File: src/rtl/uvt_pkg.sv
// uvt_pkg: sizes, command codes, token and result types of the unique value table
// no dependencies; used by every other file of the block
package uvt_pkg;

	// table geometry
	localparam int TABLE_DEPTH = 256;
	localparam int VALUE_BITS  = 32;
	localparam int POS_BITS    = (TABLE_DEPTH > 1) ? $clog2(TABLE_DEPTH) : 1;
	localparam int FILL_BITS   = $clog2(TABLE_DEPTH + 1);

	// field widths of the channels
	localparam int CMD_BITS      = 2;
	localparam int DATA_BITS     = 32;
	localparam int COUNT_BITS    = 32;
	localparam int SELECT_BITS   = 8;
	localparam int POSITION_BITS = 8;
	localparam int TOTAL_BITS    = 9;

	// common width for comparing the read select with a cell position
	localparam int SEL_CMP_BITS = (SELECT_BITS > FILL_BITS) ? SELECT_BITS : FILL_BITS;

	// bits of a value that take part in the compare
	localparam logic [DATA_BITS-1:0] CMP_MASK = (VALUE_BITS >= DATA_BITS) ? '1 :
		DATA_BITS'((64'd1 << VALUE_BITS) - 64'd1);
	localparam logic [COUNT_BITS-1:0] COUNT_MAX = '1;

	// command codes
	typedef logic [CMD_BITS-1:0] cmd_t;
	localparam cmd_t CMD_INSERT = 2'd0;
	localparam cmd_t CMD_READ   = 2'd1;
	localparam cmd_t CMD_CLEAR  = 2'd2;

	// sequencer states of the top level
	typedef enum logic [0:0] {
		ST_IDLE,
		ST_WALK
	} state_t;

	// what travels from cell to cell
	typedef struct packed {
		logic                   is_insert;
		logic                   is_read;
		logic [DATA_BITS-1:0]   value;
		logic [SELECT_BITS-1:0] select;
		logic                   found;
		logic                   placed;
		logic [POS_BITS-1:0]    position;
		logic [DATA_BITS-1:0]   hit_value;
		logic [COUNT_BITS-1:0]  hit_count;
	} token_t;

	// one result item
	typedef struct packed {
		logic [POSITION_BITS-1:0] position;
		logic                     first;
		logic                     full;
		logic [DATA_BITS-1:0]     value;
		logic [COUNT_BITS-1:0]    count;
		logic [TOTAL_BITS-1:0]    total;
	} result_t;

endpackage

File: src/rtl/uvt_cell.sv
// uvt_cell: one table entry with its compare, count update and token register
// depends on uvt_pkg for the token type and sizes
module uvt_cell (
	input  logic                          clk,
	input  logic                          arst_n,
	input  logic [uvt_pkg::POS_BITS-1:0]  cell_index,
	input  logic [uvt_pkg::FILL_BITS-1:0] fill_level,
	input  logic                          upstream_valid,
	input  uvt_pkg::token_t               upstream_token,
	output logic                          downstream_valid,
	output uvt_pkg::token_t               downstream_token
);

	logic [uvt_pkg::DATA_BITS-1:0]  value_q;
	logic [uvt_pkg::COUNT_BITS-1:0] count_q;
	logic                           token_valid_q;
	uvt_pkg::token_t                token_q;

	logic                           in_range;
	logic                           at_fill;
	logic                           sel_hit;
	logic                           match;
	logic                           place;
	logic                           pick;
	logic [uvt_pkg::COUNT_BITS-1:0] bumped;
	uvt_pkg::token_t                token_c;

	// position of this cell against the fill level and the read select
	assign in_range = uvt_pkg::FILL_BITS'(cell_index) < fill_level;
	assign at_fill  = uvt_pkg::FILL_BITS'(cell_index) == fill_level;
	assign sel_hit  = uvt_pkg::SEL_CMP_BITS'(upstream_token.select) ==
		uvt_pkg::SEL_CMP_BITS'(cell_index);

	// what the passing token does here
	assign match = upstream_valid && upstream_token.is_insert && !upstream_token.found &&
		in_range && (((value_q ^ upstream_token.value) & uvt_pkg::CMP_MASK) == '0);
	assign place = upstream_valid && upstream_token.is_insert && !upstream_token.found &&
		at_fill;
	assign pick  = upstream_valid && upstream_token.is_read && in_range && sel_hit;

	// saturating count increment
	assign bumped = (count_q == uvt_pkg::COUNT_MAX) ? count_q :
		count_q + uvt_pkg::COUNT_BITS'(1);

	// token update
	always_comb begin
		token_c = upstream_token;
		if (match) begin
			token_c.found     = 1'b1;
			token_c.position  = cell_index;
			token_c.hit_value = value_q;
			token_c.hit_count = bumped;
		end else if (place) begin
			token_c.found     = 1'b1;
			token_c.placed    = 1'b1;
			token_c.position  = cell_index;
			token_c.hit_value = upstream_token.value;
			token_c.hit_count = uvt_pkg::COUNT_BITS'(1);
		end else if (pick) begin
			token_c.hit_value = value_q;
			token_c.hit_count = count_q;
		end
	end

	// entry storage and token payload
	always_ff @(posedge clk) begin
		if (match) begin
			count_q <= bumped;
		end else if (place) begin
			value_q <= upstream_token.value;
			count_q <= uvt_pkg::COUNT_BITS'(1);
		end
		token_q <= token_c;
	end

	// token presence
	always_ff @(posedge clk or negedge arst_n) begin
		if (!arst_n) begin
			token_valid_q <= 1'b0;
		end else begin
			token_valid_q <= upstream_valid;
		end
	end

	assign downstream_valid = token_valid_q;
	assign downstream_token = token_q;

endmodule

File: config.mk
export PLATFORM = sky130hd
export DESIGN_NAME = uvt_cell
export DESIGN_NICKNAME = d
export VERILOG_FILES = /design/src/rtl/uvt_pkg.sv /design/src/rtl/uvt_cell.sv
export SDC_FILE = /design/constraint.sdc
export NUM_CORES = 1
export LEC_CHECK = 0
export BUFFER_PORTS_ARGS = -buffer_cell sky130_fd_sc_hd__buf_2
export CAP_MARGIN = 30
export CORE_MARGIN = 2
export CORE_UTILIZATION = 45
export CTS_CLUSTER_SIZE = 25
export DETAILED_ROUTE_END_ITERATION = 12
export PLACE_DENSITY = 0.87
export SYNTH_ARGS = -nofsm -noshare
export SYNTH_HDL_FRONTEND = slang
export SYNTH_SLANG_ARGS = --single-unit
export TNS_END_PERCENT = 5
File: constraint.sdc
create_clock -name clk -period 2.8 [get_ports clk]
set_input_delay 0.56 -clock clk [delete_from_list [all_inputs] [get_ports clk]]
set_output_delay 0.56 -clock clk [all_outputs]
set_load 0.02 [all_outputs]
---- After elaboration in Yosys (flattened, before gate mapping) ----
Index checks and enable logic that the tools add are counted.
W data, S select, Z words.
word-level totals
  memories ................................ 0
  bits of input ports ..................... 136
  memory bits (read-only) ................. 0
  memory bits (writable) .................. 0
  logic and storage cells ................. 40
  bits in latches ......................... 0
  flip-flop bits (word level) ............. 181
  output and inout bits ................... 117
operators by class
  shift-type cells ........................ 0
  reductions and logical operators ........ 13
  $add $sub $neg .......................... 1
  bitwise gates (word level) .............. 2
  mux-type cells .......................... 8
  div/mod/pow operators ................... 0
  multipliers ............................. 0
  $lt $le $gt $ge ......................... 1
  eq/ne operators ......................... 3
operator list
  operator                 count
  $mux W64                 2
  $mux W32                 3
  $mux W72                 1
  $add A32 B1 Y32 const B  1
  $eq A32 B32 Y1 const B   1
  $logic_not A32 Y1        1
  $xor A32 B32 Y32         1
  $eq A8 B9 Y1             1
  $lt A8 B9 Y1             1
  $mux W9                  1
  $eq A8 B8 Y1             1
  $logic_and A1 B1 Y1      8
  $reduce_and A2 Y1        1
  $reduce_bool A2 Y1       1
  $reduce_or A2 Y1         1
  $logic_not A1 Y1         1
  $mux W1                  1
  $not A1 Y1               1

---- Logic depth before layout (Yosys ltp) ----
  depth after elaboration ................. 6
  gate-level depth with buffers ........... 12
  depth with buffers taken out ............ 9

---- Worst setup path after synthesis ----
No wires, ideal clock.
  kind .................................... input port to flip-flop
  start ................................... input port fill_level[1] (netlist bit)
  end ..................................... register count_q[0] (netlist bit) (enable)
  path slack .............................. -0.603 ns
  buffers on the path ..................... 2
  required time ........................... 2.405 ns
  data arrival time ....................... 3.008 ns
  setup time .............................. 0.395 ns
  stages .................................. 10
  path through ............................ inv_1 > ha_1 > nor2b_1 > o21bai_1 > a21boi_0 > o21a_1 > or4b_4 > buf_6 > buf_12 > nand2_1
between the ends
  longest elaborated chain between the ends .. 4
  elaborated cells between the ends (all ways) .. 6
  classes of those cells .................. order compare (1); eq/ne (1); reduce/logical (4)
RTL lines
  element                                  line            text
  start, declared                          uvt_cell.sv:7   input logic [uvt_pkg::FILL_BITS-1:0] fill_level,
  $lt A8 B9 Y1                             uvt_cell.sv:29  assign in_range = uvt_pkg::FILL_BITS'(cell_index) < fill_level;
  $logic_and A1 B1 Y1                      uvt_cell.sv:35  assign match = upstream_valid && upstream_token.is_insert && !upstream_token.found &&
  $logic_and A1 B1 Y1                      uvt_cell.sv:36  in_range && (((value_q ^ upstream_token.value) & uvt_pkg::CMP_MASK) == '0);
  $reduce_bool A2 Y1 (no source line) (*)  -
  end signal, assigned                     uvt_cell.sv:68  count_q <= bumped;
  end signal, assigned                     uvt_cell.sv:71  count_q <= uvt_pkg::COUNT_BITS'(1);
  end, declared                            uvt_cell.sv:15  logic [uvt_pkg::COUNT_BITS-1:0] count_q;
Every way passes the cells marked *; elsewhere a longest branch is shown, timed or not.
A chain may end at the register's enable or synchronous reset.

==> reports/results.ini <==
[synth]
synth_top_cell_by_area=dfxtp_1
synth_cell_types=60
synthTopCellsByCount=dfxtp_1 (116), nor2_1 (76), edfxtp_1 (64), a21oi_1 (49), xnor2_1 (48)
ys_seq_area_share_pct=58.26
ys_ff_latch=181
synth.avg_cell_area_um2=11.04
synth_area_um2=7328
netlist_instances=664
ys.flop_type=dfxtp_1
yosysTopAreaCellShare_pct=31.69
synth_area_leaders=dfxtp_1 (32%), edfxtp_1 (26%), xnor2_1 (5.7%)
async_flop_share_pct=0.5525
synth_most_common_cell=dfxtp_1
synth-edff-count=64
yosysWarnings=0
synthesis.nets=809

[cts]
post_cts_resized=0
cts_tree=done
cts-htree-levels=4
path_clk_slew_ns=0.07
numCtsBuffers=17
root_buffer=clkbuf_16
clk_path_buf_depth=2
numClockSinks=181
clk_latency_ns=0.43

[sta]
worstMarginPinSlew_ns=0.7608
clock.fmax_mhz=387.7
rsz0062_at_grt=false
worst_slew_margin_rel_pct=49.09
setup_viol=0
period_minus_slack_ns=2.579
finClkSkew_ns=0.01480
finalCritPeriodShare_pct=92.11
finalHoldViolCount=0
setup_tns_ns=0
slew_violations=0

[layout]
seq_area_um2=4269
n_fill_cell=1276
final_util_pct=60.32
layout.cells.non_filler=1170
nNetsFinal=1085
syn_to_final_growth_pct=30.75
design_area_um2=9582
drive_above_1_share_pct=35.57
multiInputGateArea_um2=2809

[floorplanning]
io_pins=253
core_um2=15890
fp.dieArea_um2=17320
num_rows=46
fp.dieH_um=131.6
die_w_um=131.6
start_util_pct=46.13

[setup_path]
reg2reg_slack_ns=0.22
path_class=reg -> reg
cp-start-kind=flip-flop
crit_path_end_kind=flip-flop
critPathMaxFanout=10
reg2regPathDepth=8
r2r-end=downstream_token[6]$_DFF_P_
critPathRequiredTime_ns=3.11
r2r-start=count_q[0]$_SDFFCE_PN1P_
worstPathArrival_ns=2.89

[power]
p_per_area_nw_per_um2=592.4
p_leak_uw=0.004286
ir_worst_vdd_uv=428.3

[detailed_routing]
wl_per_cell_um=17.24
route.detailed.drc=0
detail-route-antenna-nets=0
wl_met2_um=9940
wl_um=20170
dr.pass1.iters=5
highest_layer=met4
wl_met3_um=1826
drt_first_iter_violations=458
m1WireLength_um=7924
num_vias=6257
avgViaCountPerCell=5.348

[placed_design]
placed_cell_area_um2=8976
dp.cells=1133
place.gp.congestion=0.9111
hpwl_um=14440
port_buffers=252

[grt]
grt-ovfl-total=0
grt_max_degree=39
grt_pass1_wl_um=31550
grt_pass1_vias=6175
grt_usage_pct=23.03
antenna_found_initial=0

[hold_path]
min_from=upstream_token[114]
whs_path_depth=1
holdPathEnd=downstream_token[114]$_DFF_P_
hp-class=in -> reg

[run]
drv_cap=0

[outcome]
status=finished clean

stage by stage:
step | power, uW | hold slack, ns | setup slack (ns)
after floorplan | 3121 | 0.2644 | -0.03260
after global placement | 3371 | 0.3350 | -0.1287
after detailed placement | 3381 | 0.3362 | -0.1633
after CTS | 5706 | 0.2346 | 0.1893
after global routing | 5874 | 0.2360 | 0.03110
final | 5676 | 0.2505 | 0.2209
what timing repair did:
| action | 4_1_cts | 5_1_grt |
|---|---|---|
| buffers inserted | 0 | 3 |
| hold buffers | 1 | 0 |
| setup endpoints to repair | 0 | 1 |
| hold endpoints to repair | 1 | 0 |
power by group:
group / internal (uW) / leakage [uW] / switching (uW)
registers: 2800 / 0.00150 / 22.0
logic: 212 / 0.00250 / 291
clock network: 1260 / 0.000284 / 1090
per-layer routing:
layer | global-route usage [%] | vias to the layer above
met5 | 0 | -
met4 | 9.058 | 0
met3 | 6.713 | 47
met2 | 39.35 | 342
met1 | 27.30 | 2917
li1 | - | 2951
worst max-delay path by stage:
| stage | startpoint | end | slack, ns | cells past startpoint |
|---|---|---|---|---|
| after floorplan | fill_level[1] | downstream_token[72]$_DFF_P_ | -0.03 | 10 |
| after global placement | cell_index[1] | count_q[19]$_SDFFCE_PN0P_ | -0.13 | 9 |
| after detailed placement | cell_index[1] | count_q[30]$_SDFFCE_PN0P_ | -0.16 | 9 |
| after CTS | value_q[10]$_DFFE_PP_ | count_q[15]$_SDFFCE_PN0P_ | 0.19 | 7 |
| after global routing | count_q[0]$_SDFFCE_PN1P_ | downstream_token[5]$_DFF_P_ | 0.03 | 8 |
| final | count_q[0]$_SDFFCE_PN1P_ | downstream_token[6]$_DFF_P_ | 0.22 | 8 |
cells by family after synthesis:
| logic type | count (synthesis) | synth area share (%) |
|---|---|---|
| buffers and inverters | 51 | 3.671 |
| multiplexers | 18 | 2.629 |
| flip-flops | 181 | 58.26 |
| adder cells (fa/ha/maj) | 9 | 1.537 |
| AO/OA/AOI/OAI | 136 | 11.97 |
| AND/OR/NAND/NOR | 204 | 14.17 |
| XOR/XNOR | 65 | 7.768 |
state kept, by name (all words and copies together) (netlist names):
name and count:
value_q 32, downstream_valid 1, count_q 32, downstream_token 116
worst max-delay path, stage by stage (launching register included):
cell and delay (ns):
edfxtp_1 0.45, ha_1 0.29, and4_1 0.28, nor4b_4 0.40, nand3_2 0.29, nand2_1 0.26
or3_1 0.13, a21oi_1 0.07, a221o_1 0.27
placed cells by master (no fill, tap or decap), types with 5 or more instances in the layout:
| master | n |
|---|---|
| o21ai_0 | 14 |
| nor2_1 | 76 |
| edfxtp_1 | 64 |
| buf_4 | 27 |
| buf_2 | 252 |
| nor3_1 | 17 |
| a21oi_1 | 49 |
| ha_1 | 9 |
| mux2_2 | 10 |
| mux2i_1 | 8 |
| xor2_1 | 17 |
| inv_1 | 23 |
| nand2_1 | 32 |
| nand3_1 | 24 |
| a221o_1 | 7 |
| o22ai_1 | 32 |
| nand4_1 | 11 |
| nor4_1 | 7 |
| o21bai_1 | 7 |
| a22oi_1 | 6 |
| o221ai_1 | 6 |
| inv_6 | 5 |
| xnor2_1 | 48 |
| dfxtp_1 | 116 |
| clkbuf_16 | 17 |
| buf_12 | 5 |
cell type report:
type                            count  area share (%)
Multi-Input combinational cell    432           29.32
Sequential cell                   181           44.55
Tap cell                          216           2.821
Inverter                           23          0.9010
Timing Repair Buffer              285           16.43
Clock inverter                     13           1.436
Antenna cell                        1         0.02612
Clock buffer                       19           4.518
Power figures use the tool's default switching activity.
